## src/hdl/tnrx_pkg.sv

```systemverilog
// Package for the telnet receive option negotiator.
// Telnet codes, register indexes, the job record passed from parser to reply generator, helpers.
// No dependencies.
package tnrx_pkg;

   localparam int NAME_CHARS_DEFAULT  = 8;
   localparam int QUEUE_DEPTH_DEFAULT = 4;

   localparam logic [7:0] T_IAC  = 8'd255;
   localparam logic [7:0] T_DONT = 8'd254;
   localparam logic [7:0] T_DO   = 8'd253;
   localparam logic [7:0] T_WONT = 8'd252;
   localparam logic [7:0] T_WILL = 8'd251;
   localparam logic [7:0] T_SB   = 8'd250;
   localparam logic [7:0] T_SE   = 8'd240;
   localparam logic [7:0] T_SEND = 8'd1;
   localparam logic [7:0] T_IS   = 8'd0;

   localparam logic [7:0] OPT_ECHO   = 8'd1;
   localparam logic [7:0] OPT_SGA    = 8'd3;
   localparam logic [7:0] OPT_STATUS = 8'd5;
   localparam logic [7:0] OPT_TTYPE  = 8'd24;
   localparam logic [7:0] OPT_NAWS   = 8'd31;
   localparam logic [7:0] OPT_TSPEED = 8'd32;

   localparam int NOPTS = 6;
   // per option: bit 0 DO, bit 1 WILL
   localparam int FLAG_DO   = 0;
   localparam int FLAG_WILL = 1;
   localparam logic [2*NOPTS-1:0] FLAGS_RESET = 12'b10_00_10_10_10_11;

   localparam logic [7:0] CH_ZERO  = 8'h30;
   localparam logic [7:0] CH_COMMA = 8'h2c;

   typedef enum logic [2:0] {
      REG_COLUMNS, REG_ROWS, REG_RX_BAUD, REG_TX_BAUD, REG_NAME, REG_NAME_LEN
   } reg_index_type;

   typedef enum logic [2:0] {
      JOB_DATA,
      JOB_ERR,
      JOB_NEG3,
      JOB_NEG6,
      JOB_NAWS,
      JOB_STATUS,
      JOB_TTYPE,
      JOB_TSPEED
   } job_kind_type;

   typedef struct packed {
      job_kind_type         kind;
      logic [7:0]           cmd;    // reply command for JOB_NEG3
      logic [7:0]           opt;    // option, or the data byte for JOB_DATA
      logic                 echo;
      logic [2*NOPTS-1:0]   flags;
   } job_type;

   typedef struct packed {
      logic       found;
      logic [2:0] idx;
   } opt_hit_type;

   function automatic opt_hit_type opt_lookup(input logic [7:0] code);
      opt_hit_type h;
      h.found = 1'b1;
      h.idx   = 3'd0;
      unique case (code)
         OPT_ECHO:   h.idx = 3'd0;
         OPT_SGA:    h.idx = 3'd1;
         OPT_STATUS: h.idx = 3'd2;
         OPT_TTYPE:  h.idx = 3'd3;
         OPT_NAWS:   h.idx = 3'd4;
         OPT_TSPEED: h.idx = 3'd5;
         default:    h.found = 1'b0;
      endcase
      return h;
   endfunction

   function automatic logic [7:0] opt_code(input logic [2:0] idx);
      logic [7:0] c;
      unique case (idx)
         3'd0:    c = OPT_ECHO;
         3'd1:    c = OPT_SGA;
         3'd2:    c = OPT_STATUS;
         3'd3:    c = OPT_TTYPE;
         3'd4:    c = OPT_NAWS;
         default: c = OPT_TSPEED;
      endcase
      return c;
   endfunction

endpackage

```

## src/hdl/tnrx_front.sv

```systemverilog
// Parser for the received byte stream: holds the telnet phase and option state.
// Emits one job record per byte that needs a result. Uses tnrx_pkg.
module tnrx_front (
   input  logic             clock,
   input  logic             reset,
   input  logic             req_valid,
   output logic             req_ready,
   input  logic [7:0]       rx_byte,
   output logic             push_valid,
   output tnrx_pkg::job_type push_job,
   input  logic             push_ready
);

   typedef enum logic [3:0] {
      PH_IDLE, PH_IAC, PH_OPT, PH_SBOPT, PH_SBSEND, PH_SBIAC, PH_SBSE,
      PH_SKIP, PH_SKIPIAC
   } phase_type;

   phase_type   phase_ff, phase_in;
   logic [7:0]  cmd_ff, cmd_in;
   logic [7:0]  opt_ff, opt_in;
   logic [2*tnrx_pkg::NOPTS-1:0] flags_ff, flags_in;
   logic        echo_ff, echo_in;
   logic        accept;
   tnrx_pkg::opt_hit_type hit;
   tnrx_pkg::job_type     job;
   logic        push;

   assign req_ready = push_ready;
   assign accept    = req_valid & push_ready;
   assign hit       = tnrx_pkg::opt_lookup(rx_byte);

   always_comb begin
      phase_in = phase_ff;
      cmd_in   = cmd_ff;
      opt_in   = opt_ff;
      flags_in = flags_ff;
      echo_in  = echo_ff;
      push     = 1'b0;
      job.kind = tnrx_pkg::JOB_DATA;
      job.cmd  = 8'd0;
      job.opt  = rx_byte;
      unique case (phase_ff)
         PH_IDLE: begin
            if (rx_byte == tnrx_pkg::T_IAC) phase_in = PH_IAC;
            else push = 1'b1;
         end
         PH_IAC: begin
            phase_in = PH_IDLE;
            if (rx_byte == tnrx_pkg::T_IAC) begin
               push = 1'b1;
            end else if (rx_byte == tnrx_pkg::T_WILL || rx_byte == tnrx_pkg::T_WONT ||
                         rx_byte == tnrx_pkg::T_DO || rx_byte == tnrx_pkg::T_DONT) begin
               cmd_in   = rx_byte;
               phase_in = PH_OPT;
            end else if (rx_byte == tnrx_pkg::T_SB) begin
               phase_in = PH_SBOPT;
            end
         end
         PH_OPT: begin
            phase_in = PH_IDLE;
            push     = 1'b1;
            job.kind = tnrx_pkg::JOB_NEG3;
            if (!hit.found) begin
               job.cmd = (cmd_ff == tnrx_pkg::T_DO) ? tnrx_pkg::T_WONT : tnrx_pkg::T_DONT;
            end else if (rx_byte == tnrx_pkg::OPT_ECHO) begin
               if (cmd_ff == tnrx_pkg::T_DO) begin
                  echo_in = 1'b1;
                  flags_in[tnrx_pkg::FLAG_DO] = 1'b1;
               end else if (cmd_ff == tnrx_pkg::T_DONT) begin
                  echo_in = 1'b0;
                  flags_in[tnrx_pkg::FLAG_DO] = 1'b0;
               end
               job.cmd = (cmd_ff == tnrx_pkg::T_DO) ? tnrx_pkg::T_WILL : tnrx_pkg::T_WONT;
            end else begin
               case (cmd_ff)
                  tnrx_pkg::T_DO: begin
                     flags_in[{hit.idx, 1'b0}] = 1'b1;
                     job.cmd = tnrx_pkg::T_WILL;
                     if (rx_byte == tnrx_pkg::OPT_NAWS) job.kind = tnrx_pkg::JOB_NAWS;
                  end
                  tnrx_pkg::T_WILL: job.kind = tnrx_pkg::JOB_NEG6;
                  tnrx_pkg::T_DONT: begin
                     flags_in[{hit.idx, 1'b0}] = 1'b0;
                     job.cmd = tnrx_pkg::T_WONT;
                  end
                  default: job.cmd = tnrx_pkg::T_DONT;
               endcase
            end
         end
         PH_SBOPT: begin
            opt_in = rx_byte;
            if (rx_byte == tnrx_pkg::OPT_STATUS || rx_byte == tnrx_pkg::OPT_TTYPE ||
                rx_byte == tnrx_pkg::OPT_TSPEED)
               phase_in = PH_SBSEND;
            else
               phase_in = (rx_byte == tnrx_pkg::T_IAC) ? PH_SKIPIAC : PH_SKIP;
         end
         PH_SBSEND, PH_SBIAC, PH_SBSE: begin
            if (phase_ff == PH_SBSEND && rx_byte == tnrx_pkg::T_SEND) begin
               phase_in = PH_SBIAC;
            end else if (phase_ff == PH_SBIAC && rx_byte == tnrx_pkg::T_IAC) begin
               phase_in = PH_SBSE;
            end else if (phase_ff == PH_SBSE && rx_byte == tnrx_pkg::T_SE) begin
               phase_in = PH_IDLE;
               push     = 1'b1;
               job.opt  = opt_ff;
               if (opt_ff == tnrx_pkg::OPT_STATUS)     job.kind = tnrx_pkg::JOB_STATUS;
               else if (opt_ff == tnrx_pkg::OPT_TTYPE) job.kind = tnrx_pkg::JOB_TTYPE;
               else                                    job.kind = tnrx_pkg::JOB_TSPEED;
            end else begin
               // malformed send request
               phase_in = PH_IDLE;
               push     = 1'b1;
               job.kind = tnrx_pkg::JOB_ERR;
               job.opt  = 8'd0;
            end
         end
         PH_SKIP: if (rx_byte == tnrx_pkg::T_IAC) phase_in = PH_SKIPIAC;
         PH_SKIPIAC: phase_in = (rx_byte == tnrx_pkg::T_SE) ? PH_IDLE : PH_SKIP;
         default: phase_in = PH_IDLE;
      endcase
      job.echo  = echo_in;
      job.flags = flags_in;
   end

   assign push_valid = accept & push;
   assign push_job   = job;

   always_ff @(posedge clock) begin
      if (reset) begin
         phase_ff <= PH_IDLE;
         cmd_ff   <= 8'd0;
         opt_ff   <= 8'd0;
         flags_ff <= tnrx_pkg::FLAGS_RESET;
         echo_ff  <= 1'b0;
      end else if (accept) begin
         phase_ff <= phase_in;
         cmd_ff   <= cmd_in;
         opt_ff   <= opt_in;
         flags_ff <= flags_in;
         echo_ff  <= echo_in;
      end
   end

endmodule

```

## src/hdl/tnrx_queue.sv

```systemverilog
// Short job queue between parser and reply generator.
// Circular buffer of job records. Uses tnrx_pkg.
module tnrx_queue #(
   parameter int DEPTH = tnrx_pkg::QUEUE_DEPTH_DEFAULT
) (
   input  logic              clock,
   input  logic              reset,
   input  logic              in_valid,
   output logic              in_ready,
   input  tnrx_pkg::job_type in_job,
   output logic              out_valid,
   input  logic              out_ready,
   output tnrx_pkg::job_type out_job
);

   localparam int PW = (DEPTH > 1) ? $clog2(DEPTH) : 1;
   localparam int CW = $clog2(DEPTH + 1);

   tnrx_pkg::job_type mem [DEPTH];
   logic [PW-1:0] wr_ptr_ff, wr_ptr_in, rd_ptr_ff, rd_ptr_in;
   logic [CW-1:0] count_ff, count_in;
   logic          push, pop;

   assign in_ready  = (count_ff != CW'(DEPTH));
   assign out_valid = (count_ff != '0);
   assign out_job   = mem[rd_ptr_ff];
   assign push      = in_valid & in_ready;
   assign pop       = out_valid & out_ready;

   always_comb begin
      wr_ptr_in = wr_ptr_ff;
      rd_ptr_in = rd_ptr_ff;
      if (push) wr_ptr_in = (wr_ptr_ff == PW'(DEPTH - 1)) ? '0 : wr_ptr_ff + 1'b1;
      if (pop)  rd_ptr_in = (rd_ptr_ff == PW'(DEPTH - 1)) ? '0 : rd_ptr_ff + 1'b1;
      count_in = count_ff + CW'(push) - CW'(pop);
   end

   always_ff @(posedge clock) begin
      if (push) mem[wr_ptr_ff] <= in_job;
   end

   always_ff @(posedge clock) begin
      if (reset) begin
         wr_ptr_ff <= '0;
         rd_ptr_ff <= '0;
         count_ff  <= '0;
      end else begin
         wr_ptr_ff <= wr_ptr_in;
         rd_ptr_ff <= rd_ptr_in;
         count_ff  <= count_in;
      end
   end

   a_count_bound: assert property (@(posedge clock) disable iff (reset)
      count_ff <= CW'(DEPTH)) else $error("queue count over depth");
   a_count_step: assert property (@(posedge clock) disable iff (reset)
      push && !pop |=> count_ff == $past(count_ff) + 1'b1)
      else $error("queue count missed a push");

endmodule

```

## src/hdl/tnrx_back.sv

```systemverilog
// Reply generator: turns job records into result bytes, one per cycle while rsp_ready allows.
// Holds the binary to decimal converter and the output register. Uses tnrx_pkg.
module tnrx_back #(
   parameter int NAME_CHARS = tnrx_pkg::NAME_CHARS_DEFAULT
) (
   input  logic              clock,
   input  logic              reset,
   input  logic              job_valid,
   output logic              job_ready,
   input  tnrx_pkg::job_type job,
   input  logic [15:0]       window_columns,
   input  logic [15:0]       window_rows,
   input  logic [21:0]       receive_baud,
   input  logic [21:0]       transmit_baud,
   input  logic [63:0]       terminal_name,
   input  logic [3:0]        terminal_name_length,
   output logic              rsp_valid,
   input  logic              rsp_ready,
   output logic              rsp_to_remote,
   output logic [7:0]        rsp_out_byte,
   output logic              rsp_last_of_run,
   output logic              rsp_protocol_error,
   output logic              rsp_local_echo
);

   typedef enum logic [3:0] {
      S_IDLE, S_CONV, S_HEAD, S_WIN, S_NAME, S_STAT, S_RXD, S_COMMA, S_TXD, S_TAIL
   } state_type;

   localparam int BIN_W = 22;
   localparam int BCD_W = 28;

   state_type         state_ff, state_in;
   tnrx_pkg::job_type job_ff, job_in;
   logic [4:0]        idx_ff, idx_in;
   logic              dup_ff, dup_in;
   logic              started_ff, started_in;
   logic [BIN_W-1:0]  bin_rx_ff, bin_rx_in, bin_tx_ff, bin_tx_in;
   logic [BCD_W-1:0]  bcd_rx_ff, bcd_rx_in, bcd_tx_ff, bcd_tx_in;
   logic [BCD_W-1:0]  dab_rx, dab_tx;
   logic              valid_ff, valid_in, remote_ff, remote_in, last_ff, last_in;
   logic              err_ff, err_in, echo_ff, echo_in;
   logic [7:0]        byte_ff, byte_in;

   logic              out_free, emit, e_remote, e_last, e_err;
   logic [7:0]        e_byte, hdr_b, win_b, name_b, cur_b;
   logic [2:0]        hdr_last;
   logic [3:0]        name_n, digit;
   logic [31:0]       win_word;
   logic [1:0]        win_sel;
   logic              slot_bit;

   function automatic logic [BCD_W-1:0] dabble(input logic [BCD_W-1:0] v);
      logic [BCD_W-1:0] r;
      r = v;
      for (int d = 0; d < BCD_W / 4; d++)
         if (r[4*d +: 4] >= 4'd5) r[4*d +: 4] = r[4*d +: 4] + 4'd3;
      return r;
   endfunction

   assign dab_rx    = dabble(bcd_rx_ff);
   assign dab_tx    = dabble(bcd_tx_ff);
   assign out_free  = !valid_ff || rsp_ready;
   assign job_ready = (state_ff == S_IDLE);
   assign name_n    = (terminal_name_length > 4'(NAME_CHARS)) ? 4'(NAME_CHARS)
                                                                : terminal_name_length;
   assign win_word  = {window_columns, window_rows};
   assign win_sel   = 2'd3 - idx_ff[1:0];
   assign win_b     = win_word[{win_sel, 3'b000} +: 8];
   assign name_b    = terminal_name[{idx_ff[2:0], 3'b000} +: 8];
   assign slot_bit  = idx_ff[0] ? job_ff.flags[{idx_ff[3:1], 1'b0}]
                                : job_ff.flags[{idx_ff[3:1], 1'b1}];
   assign digit     = (state_ff == S_RXD) ? bcd_rx_ff[{idx_ff[2:0], 2'b00} +: 4]
                                          : bcd_tx_ff[{idx_ff[2:0], 2'b00} +: 4];
   assign cur_b     = (state_ff == S_WIN) ? win_b : name_b;

   always_comb begin
      hdr_b    = tnrx_pkg::T_IAC;
      hdr_last = 3'd3;
      unique case (job_ff.kind)
         tnrx_pkg::JOB_DATA, tnrx_pkg::JOB_ERR: begin
            hdr_b    = job_ff.opt;
            hdr_last = 3'd0;
         end
         tnrx_pkg::JOB_NEG3: begin
            hdr_last = 3'd2;
            if (idx_ff[2:0] == 3'd1)      hdr_b = job_ff.cmd;
            else if (idx_ff[2:0] == 3'd2) hdr_b = job_ff.opt;
         end
         tnrx_pkg::JOB_NEG6, tnrx_pkg::JOB_NAWS: begin
            hdr_last = 3'd5;
            case (idx_ff[2:0])
               3'd1: hdr_b = tnrx_pkg::T_WILL;
               3'd2, 3'd5: hdr_b = job_ff.opt;
               3'd4: hdr_b = (job_ff.kind == tnrx_pkg::JOB_NAWS) ? tnrx_pkg::T_SB
                                                                 : tnrx_pkg::T_WILL;
               default: hdr_b = tnrx_pkg::T_IAC;
            endcase
            // WILL after DO reply for the plain WILL case
            if (job_ff.kind == tnrx_pkg::JOB_NEG6 && idx_ff[2:0] == 3'd1)
               hdr_b = tnrx_pkg::T_DO;
         end
         default: begin
            case (idx_ff[2:0])
               3'd1: hdr_b = tnrx_pkg::T_SB;
               3'd2: hdr_b = job_ff.opt;
               3'd3: hdr_b = tnrx_pkg::T_IS;
               default: hdr_b = tnrx_pkg::T_IAC;
            endcase
         end
      endcase
   end

   always_comb begin
      state_in   = state_ff;
      job_in     = job_ff;
      idx_in     = idx_ff;
      dup_in     = dup_ff;
      started_in = started_ff;
      bin_rx_in  = bin_rx_ff;
      bin_tx_in  = bin_tx_ff;
      bcd_rx_in  = bcd_rx_ff;
      bcd_tx_in  = bcd_tx_ff;
      emit       = 1'b0;
      e_remote   = 1'b1;
      e_byte     = tnrx_pkg::T_IAC;
      e_last     = 1'b0;
      e_err      = 1'b0;
      unique case (state_ff)
         S_IDLE: begin
            if (job_valid) begin
               job_in     = job;
               idx_in     = '0;
               dup_in     = 1'b0;
               started_in = 1'b0;
               if (job.kind == tnrx_pkg::JOB_TSPEED) begin
                  bin_rx_in = receive_baud;
                  bin_tx_in = transmit_baud;
                  bcd_rx_in = '0;
                  bcd_tx_in = '0;
                  state_in  = S_CONV;
               end else begin
                  state_in = S_HEAD;
               end
            end
         end
         S_CONV: begin
            bcd_rx_in = {dab_rx[BCD_W-2:0], bin_rx_ff[BIN_W-1]};
            bcd_tx_in = {dab_tx[BCD_W-2:0], bin_tx_ff[BIN_W-1]};
            bin_rx_in = {bin_rx_ff[BIN_W-2:0], 1'b0};
            bin_tx_in = {bin_tx_ff[BIN_W-2:0], 1'b0};
            idx_in    = idx_ff + 1'b1;
            if (idx_ff == 5'(BIN_W - 1)) begin
               idx_in   = '0;
               state_in = S_HEAD;
            end
         end
         S_HEAD: begin
            if (out_free) begin
               emit     = 1'b1;
               e_byte   = hdr_b;
               e_remote = !(job_ff.kind == tnrx_pkg::JOB_DATA ||
                            job_ff.kind == tnrx_pkg::JOB_ERR);
               e_err    = (job_ff.kind == tnrx_pkg::JOB_ERR);
               idx_in   = idx_ff + 1'b1;
               if (idx_ff[2:0] == hdr_last) begin
                  idx_in = '0;
                  case (job_ff.kind)
                     tnrx_pkg::JOB_NAWS:   state_in = S_WIN;
                     tnrx_pkg::JOB_STATUS: state_in = S_STAT;
                     tnrx_pkg::JOB_TTYPE:  state_in = (name_n == 4'd0) ? S_TAIL : S_NAME;
                     tnrx_pkg::JOB_TSPEED: begin
                        state_in = S_RXD;
                        idx_in   = 5'd6;
                     end
                     default: begin
                        e_last   = 1'b1;
                        state_in = S_IDLE;
                     end
                  endcase
               end
            end
         end
         S_WIN, S_NAME: begin
            if (out_free) begin
               emit   = 1'b1;
               e_byte = cur_b;
               // 255 goes out twice
               if (cur_b == tnrx_pkg::T_IAC && !dup_ff) begin
                  dup_in = 1'b1;
               end else begin
                  dup_in = 1'b0;
                  idx_in = idx_ff + 1'b1;
                  if ((state_ff == S_WIN && idx_ff[1:0] == 2'd3) ||
                      (state_ff == S_NAME && idx_ff == {1'b0, name_n - 4'd1})) begin
                     idx_in   = '0;
                     state_in = S_TAIL;
                  end
               end
            end
         end
         S_STAT: begin
            // twelve slots: WILL then DO for each option, ascending code
            if (!slot_bit || out_free) begin
               if (slot_bit) begin
                  emit   = 1'b1;
                  e_byte = !dup_ff ? (idx_ff[0] ? tnrx_pkg::T_DO : tnrx_pkg::T_WILL)
                                   : tnrx_pkg::opt_code(idx_ff[3:1]);
                  dup_in = !dup_ff;
               end
               if (!slot_bit || dup_ff) begin
                  idx_in = idx_ff + 1'b1;
                  if (idx_ff == 5'(2 * tnrx_pkg::NOPTS - 1)) begin
                     idx_in   = '0;
                     state_in = S_TAIL;
                  end
               end
            end
         end
         S_RXD, S_TXD: begin
            if (!started_ff && digit == 4'd0 && idx_ff != '0) begin
               idx_in = idx_ff - 1'b1;
            end else if (out_free) begin
               emit       = 1'b1;
               e_byte     = tnrx_pkg::CH_ZERO + {4'd0, digit};
               started_in = 1'b1;
               idx_in     = idx_ff - 1'b1;
               if (idx_ff == '0) begin
                  started_in = 1'b0;
                  idx_in     = '0;
                  state_in   = (state_ff == S_RXD) ? S_COMMA : S_TAIL;
               end
            end
         end
         S_COMMA: begin
            if (out_free) begin
               emit     = 1'b1;
               e_byte   = tnrx_pkg::CH_COMMA;
               idx_in   = 5'd6;
               state_in = S_TXD;
            end
         end
         S_TAIL: begin
            if (out_free) begin
               emit   = 1'b1;
               idx_in = idx_ff + 1'b1;
               if (idx_ff[0]) begin
                  e_byte   = tnrx_pkg::T_SE;
                  e_last   = 1'b1;
                  idx_in   = '0;
                  state_in = S_IDLE;
               end
            end
         end
         default: state_in = S_IDLE;
      endcase

      valid_in  = valid_ff && !rsp_ready;
      remote_in = remote_ff;
      byte_in   = byte_ff;
      last_in   = last_ff;
      err_in    = err_ff;
      echo_in   = echo_ff;
      if (emit) begin
         valid_in  = 1'b1;
         remote_in = e_remote;
         byte_in   = e_byte;
         last_in   = e_last;
         err_in    = e_err;
         echo_in   = job_ff.echo;
      end
   end

   always_ff @(posedge clock) begin
      if (reset) begin
         state_ff <= S_IDLE;
         valid_ff <= 1'b0;
         idx_ff   <= '0;
         dup_ff   <= 1'b0;
         started_ff <= 1'b0;
      end else begin
         state_ff   <= state_in;
         valid_ff   <= valid_in;
         idx_ff     <= idx_in;
         dup_ff     <= dup_in;
         started_ff <= started_in;
      end
      job_ff    <= job_in;
      bin_rx_ff <= bin_rx_in;
      bin_tx_ff <= bin_tx_in;
      bcd_rx_ff <= bcd_rx_in;
      bcd_tx_ff <= bcd_tx_in;
      remote_ff <= remote_in;
      byte_ff   <= byte_in;
      last_ff   <= last_in;
      err_ff    <= err_in;
      echo_ff   <= echo_in;
   end

   assign rsp_valid          = valid_ff;
   assign rsp_to_remote      = remote_ff;
   assign rsp_out_byte       = byte_ff;
   assign rsp_last_of_run    = last_ff;
   assign rsp_protocol_error = err_ff;
   assign rsp_local_echo     = echo_ff;

   a_err_shape: assert property (@(posedge clock) disable iff (reset)
      rsp_valid && rsp_protocol_error |-> rsp_last_of_run && !rsp_to_remote &&
                                          rsp_out_byte == 8'd0)
      else $error("error result malformed");
   a_term_single: assert property (@(posedge clock) disable iff (reset)
      rsp_valid && !rsp_to_remote |-> rsp_last_of_run)
      else $error("terminal byte not last of run");
   a_conv_exit: assert property (@(posedge clock) disable iff (reset)
      state_ff == S_CONV |=> state_ff == S_CONV || state_ff == S_HEAD)
      else $error("converter left early");

endmodule

```

## src/hdl/telnet_rx_option_negotiator.sv

```systemverilog
// Top level of the telnet receive option negotiator.
// Holds the configuration registers; joins tnrx_front, tnrx_queue, tnrx_back.
//
// Received bytes enter one per cycle on req_ while the queue has room; each
// byte that causes results becomes a job in a QUEUE_DEPTH deep queue, and the
// reply generator drains a job at up to one result byte per cycle on rsp_
// while rsp_ready allows. A data byte or an error gives one result byte, a
// negotiation reply three or six, the window size reply twelve plus one for
// each doubled 255. A STATUS reply sends two bytes for each set flag slot and
// none for a clear one. A terminal speed reply first runs the binary to
// decimal conversion of both speeds, then skips the leading zeros of each
// speed. Input stalls only while the queue is full.
// Configuration writes on csr_ are taken every cycle; csr_index values six and
// seven are ignored.
module telnet_rx_option_negotiator #(
   parameter int NAME_CHARS  = tnrx_pkg::NAME_CHARS_DEFAULT,
   parameter int QUEUE_DEPTH = tnrx_pkg::QUEUE_DEPTH_DEFAULT
) (
   input  logic        clock,
   input  logic        reset,
   input  logic        req_valid,
   output logic        req_ready,
   input  logic [7:0]  req_rx_byte,
   output logic        rsp_valid,
   input  logic        rsp_ready,
   output logic        rsp_to_remote,
   output logic [7:0]  rsp_out_byte,
   output logic        rsp_last_of_run,
   output logic        rsp_protocol_error,
   output logic        rsp_local_echo,
   input  logic        csr_valid,
   output logic        csr_ready,
   input  logic [2:0]  csr_index,
   input  logic [63:0] csr_data
);

   logic [15:0] columns_ff, rows_ff;
   logic [21:0] rx_baud_ff, tx_baud_ff;
   logic [63:0] name_ff;
   logic [3:0]  name_len_ff;

   logic              f_valid, f_ready, b_valid, b_ready;
   tnrx_pkg::job_type f_job, b_job;

   assign csr_ready = 1'b1;

   always_ff @(posedge clock) begin
      if (reset) begin
         columns_ff  <= 16'd80;
         rows_ff     <= 16'd24;
         rx_baud_ff  <= 22'd9600;
         tx_baud_ff  <= 22'd9600;
         name_ff     <= '0;
         name_len_ff <= '0;
      end else if (csr_valid) begin
         case (csr_index)
            tnrx_pkg::REG_COLUMNS:  columns_ff  <= csr_data[15:0];
            tnrx_pkg::REG_ROWS:     rows_ff     <= csr_data[15:0];
            tnrx_pkg::REG_RX_BAUD:  rx_baud_ff  <= csr_data[21:0];
            tnrx_pkg::REG_TX_BAUD:  tx_baud_ff  <= csr_data[21:0];
            tnrx_pkg::REG_NAME:     name_ff     <= csr_data;
            tnrx_pkg::REG_NAME_LEN: name_len_ff <= csr_data[3:0];
            default: ;
         endcase
      end
   end

   tnrx_front u_front (
      .clock      (clock),
      .reset      (reset),
      .req_valid  (req_valid),
      .req_ready  (req_ready),
      .rx_byte    (req_rx_byte),
      .push_valid (f_valid),
      .push_job   (f_job),
      .push_ready (f_ready)
   );

   tnrx_queue #(.DEPTH(QUEUE_DEPTH)) u_queue (
      .clock     (clock),
      .reset     (reset),
      .in_valid  (f_valid),
      .in_ready  (f_ready),
      .in_job    (f_job),
      .out_valid (b_valid),
      .out_ready (b_ready),
      .out_job   (b_job)
   );

   tnrx_back #(.NAME_CHARS(NAME_CHARS)) u_back (
      .clock                (clock),
      .reset                (reset),
      .job_valid            (b_valid),
      .job_ready            (b_ready),
      .job                  (b_job),
      .window_columns       (columns_ff),
      .window_rows          (rows_ff),
      .receive_baud         (rx_baud_ff),
      .transmit_baud        (tx_baud_ff),
      .terminal_name        (name_ff),
      .terminal_name_length (name_len_ff),
      .rsp_valid            (rsp_valid),
      .rsp_ready            (rsp_ready),
      .rsp_to_remote        (rsp_to_remote),
      .rsp_out_byte         (rsp_out_byte),
      .rsp_last_of_run      (rsp_last_of_run),
      .rsp_protocol_error   (rsp_protocol_error),
      .rsp_local_echo       (rsp_local_echo)
   );

endmodule
```

## config.mk

```make
export PLATFORM = sky130hd
export DESIGN_NAME = telnet_rx_option_negotiator
export DESIGN_NICKNAME = d
export VERILOG_FILES = /design/src/hdl/tnrx_pkg.sv /design/src/hdl/tnrx_front.sv /design/src/hdl/tnrx_queue.sv /design/src/hdl/tnrx_back.sv /design/src/hdl/telnet_rx_option_negotiator.sv
export SDC_FILE = /design/constraint.sdc
export NUM_CORES = 1
export LEC_CHECK = 0
export BUFFER_PORTS_ARGS = -buffer_cell sky130_fd_sc_hd__clkbuf_2
export CELL_PAD_IN_SITES_DETAIL_PLACEMENT = 1
export CELL_PAD_IN_SITES_GLOBAL_PLACEMENT = 2
export CORE_MARGIN = 8
export CORE_UTILIZATION = 41
export DETAILED_ROUTE_END_ITERATION = 10
export GPL_TIMING_DRIVEN = 1
export PLACE_DENSITY_LB_ADDON = 0.12
export SYNTH_ARGS = -nofsm -noshare
export SYNTH_HDL_FRONTEND = slang
export SYNTH_SLANG_ARGS = --single-unit
```

## constraint.sdc

```tcl
create_clock -name clock -period 15.2 [get_ports clock]
set_clock_uncertainty 0.1 [all_clocks]
set_input_delay 1.52 -clock clock [delete_from_list [all_inputs] [get_ports clock]]
set_output_delay 1.52 -clock clock [all_outputs]
set_load 0.02 [all_outputs]
```

==> metrics.txt <==
main area contributors after synthesis=edfxtp_1 (33%), dfxtp_1 (19%), nand2_1 (7.0%); share of synthesized flip-flops with an asynchronous set or reset=0%; DRC violation count after routing=0; total grt overflow=0; final number of max-transition violations=0; crit path max fanout=11; Placement Setup Slack=10.27 ns; antenna violations before repair=2; count of routing violations after the opening detailed-route iteration=978; vias after detailed routing=15.1k; final worst path period share=28.3%; overall die height=238 µm; Overall Global Routing Usage=20.6%; most frequent standard cell in the layout excluding fill and tap cells=nand2_1; power dissipated by switching net loads=1350 µW; cell type with the highest aggregate area in the netlist=edfxtp_1; synthesis-to-layout area growth=12.1%; Mapped Cells=1999; CP Data Required Time=15.55 ns; arrival time at the worst endpoint=4.64 ns; Worst Setup End Kind=flop; Core ar.=48800 µm²; sequential power share=41.3%; ratio of total power to cell area=172 nW/µm²; unrepaired setup endpoints after global routing=false; crit path time final=4.29 ns; commonest register cell after synthesis=edfxtp_1; Comb pwr share=29.7%; cell area after layout=22700 µm²; number of clock buffers inserted by TritonCTS=46; largest voltage drop on the vdd net=97.2 µV; number of I/O port buffers=93; final hold violation count=0; count of final setup violators=0; result of the run=finished clean; CTS tree=done; top library cells by usage in the layout, fill and taps aside=nand2_1 (378), edfxtp_1 (222), a21oi_1 (216); antenna-violating nets left=0; Wirelength per Cell=21.5 µm; clk_lat worst skew=0.60 ns; fin cells=2739; Die Outline Area=56700 µm²; worst path setup slack after routing=10.91 ns; number of iterations in the first detailed-routing pass=5; fraction of layout cells with a size suffix above 1=15.1%; switching part of the total power=34.8%; cell total after placement=2655; top-level port count=95; average cell area after synthesis=10.1 µm²; Synth Cell Area=20200 µm²; net count after synthesis=2122; via/cell ratio=5.50; Cell Int Power=2540 µW; number of warnings reported in the yosys synthesis log=0; leakage power figure=0.00803 µW; placement-stage cell area=21100 µm²; Sinks on Clock Net=414; wire length of the first global-routing pass=92300 µm; deepest level of the CTS H-tree=2; EDFF count, synth=222; count of inserted antenna diode cells=0; max-slew headroom at the worst pin=22.1%; pin count of the biggest net entering global routing=97; utilization after layout=46.4%; worst min-delay path category=reg -> reg; number of placement rows=81; synth unique cells=106; flip-flop and latch count after synthesis=414; HPWL after DPL=40700 µm; Routed WL=58900 µm; maximum buffer depth of the clock tree=3; number of hold buffers added after cts=0; placer congestion estimate=0.859; clock power share=29.0%; clock root buffer master=clkbuf_16; register clock-pin slew on the reported worst setup and hold paths=0.06 ns; maximum clock rate=233 MHz; aggregate negative setup slack=0 ns; top-area cell type share of the netlist area=33.0%; effective utilization at floorplan=41.4%; worst-margin pin slew=1.17 ns; share of synthesized area occupied by flip-flops and latches=52.0%; class of the most critical setup path=in -> reg; x dimension of the die=238 µm; buffer count from post-CTS setup fixing=0; Gates resized, CTS repair=0; number of global-route vias before repair=15.7k; # nets final=2162; reported max-cap violation count=0; sort of element at the start of the critical path=input pin
[logic make-up after synthesis]
kind of cell,Yosys count,share of synthesized area (%)
AO/OA/AOI/OAI,427,12.8
adder cells (fa/ha/maj),43,2.70
XOR/XNOR,36,1.56
other,1,0.0185
flip-flops,414,52.0
AND/OR/NAND/NOR,768,17.5
multiplexers,137,9.57
buffers and inverters,173,3.81
[power groups by stage]
stage | registers, µW | logic [µW] | clock network [µW]
4_1_cts | 1610 | 1170 | 1160
3_5_place_dp | 1630 | 1160 | 0
3_3_place_gp | 1620 | 1140 | 0
6_report | 1610 | 1160 | 1130
5_1_grt | 1630 | 1270 | 1200
2_1_floorplan | 1580 | 848 | 0
[registers in the layout, summed over array words and instances (netlist names), 2 cells and up, named ones only]
register and cells:
u_back.bin_rx_ff 22, u_back.bcd_rx_ff 28, u_front.phase_ff 4, u_back.idx_ff 5, u_queue.count_ff 3, u_back.state_ff 4, tx_baud_ff 22, u_queue.rd_ptr_ff 2
columns_ff 16, name_len_ff 4, u_back.job_ff 22, u_back.rsp_out_byte 8, u_front.flags_ff 6, rx_baud_ff 22, rows_ff 16, u_queue.wr_ptr_ff 2
u_back.bin_tx_ff 22, u_queue.mem 88, u_front.cmd_ff 8, u_back.bcd_tx_ff 28, u_front.opt_ff 8, name_ff 64
[final timing paths]
path / startpoint / endpoint / slack (ns) / cells after the start
worst max-delay path: req_rx_byte[7] / u_queue.count_ff[2] / 10.91 / 12
worst min-delay path: u_back.job_ff[12] / u_back.rsp_local_echo / 0.33 / 0
worst max register to register: u_back.state_ff[1] / u_back.rsp_out_byte[0] / 11.10 / 8
worst min register to register: u_back.job_ff[12] / u_back.rsp_local_echo / 0.33 / 0
[worst max-delay path, stage by stage]
cell,delay [ns]
clkbuf_2,0.12
nor3_1,0.39
nand2_1,0.12
nor3b_1,0.67
a211o_1,0.48
a21o_1,0.19
a21oi_2,0.11
ha_1,0.26
fa_1,0.38
xnor2_1,0.19
xnor2_1,0.14
nor2_1,0.05
[final cells by class]
class	count	area, µm²
fillers	5444	26200
repair buffers	115	637
flip-flops and latches	414	10500
clock inverters	20	246
well taps	664	831
clock buffers	64	1280
inverters	50	189
multi-input cells	1412	8960
[synth_stat cells, types with 11 or more instances]
master / count
a211oi_1: 13
a21oi_1: 216
a22o_1: 11
a31oi_1: 16
and2_1: 14
buf_2: 11
buf_6: 13
clkbuf_1: 87
dfxtp_1: 192
edfxtp_1: 222
ha_1: 42
inv_1: 48
mux2_2: 52
mux2i_1: 42
mux4_2: 39
nand2_1: 379
nand2b_1: 26
nand3_1: 45
nor2_1: 162
nor2b_1: 21
nor3_1: 30
o21ai_0: 71
or3_1: 12
xnor2_1: 21
xor2_1: 15
[stage by stage]
step | total power (µW) | hold slack [ns]
2_1_floorplan | 2430 | 0.300
3_3_place_gp | 2760 | 0.309
3_5_place_dp | 2790 | 0.311
4_1_cts | 3940 | 0.325
5_1_grt | 4100 | 0.329
6_report | 3890 | 0.326
[per-layer routing]
layer,part of all wire [%],track usage (%),vias to the layer above
met5,0.046,0,-
met4,2.8,6.08,4
met3,3.4,3.29,94
met2,48,34.1,229
met1,46,27.7,7494
li1,-,-,7231
Note: power is estimated with default switching activity, not from simulation.
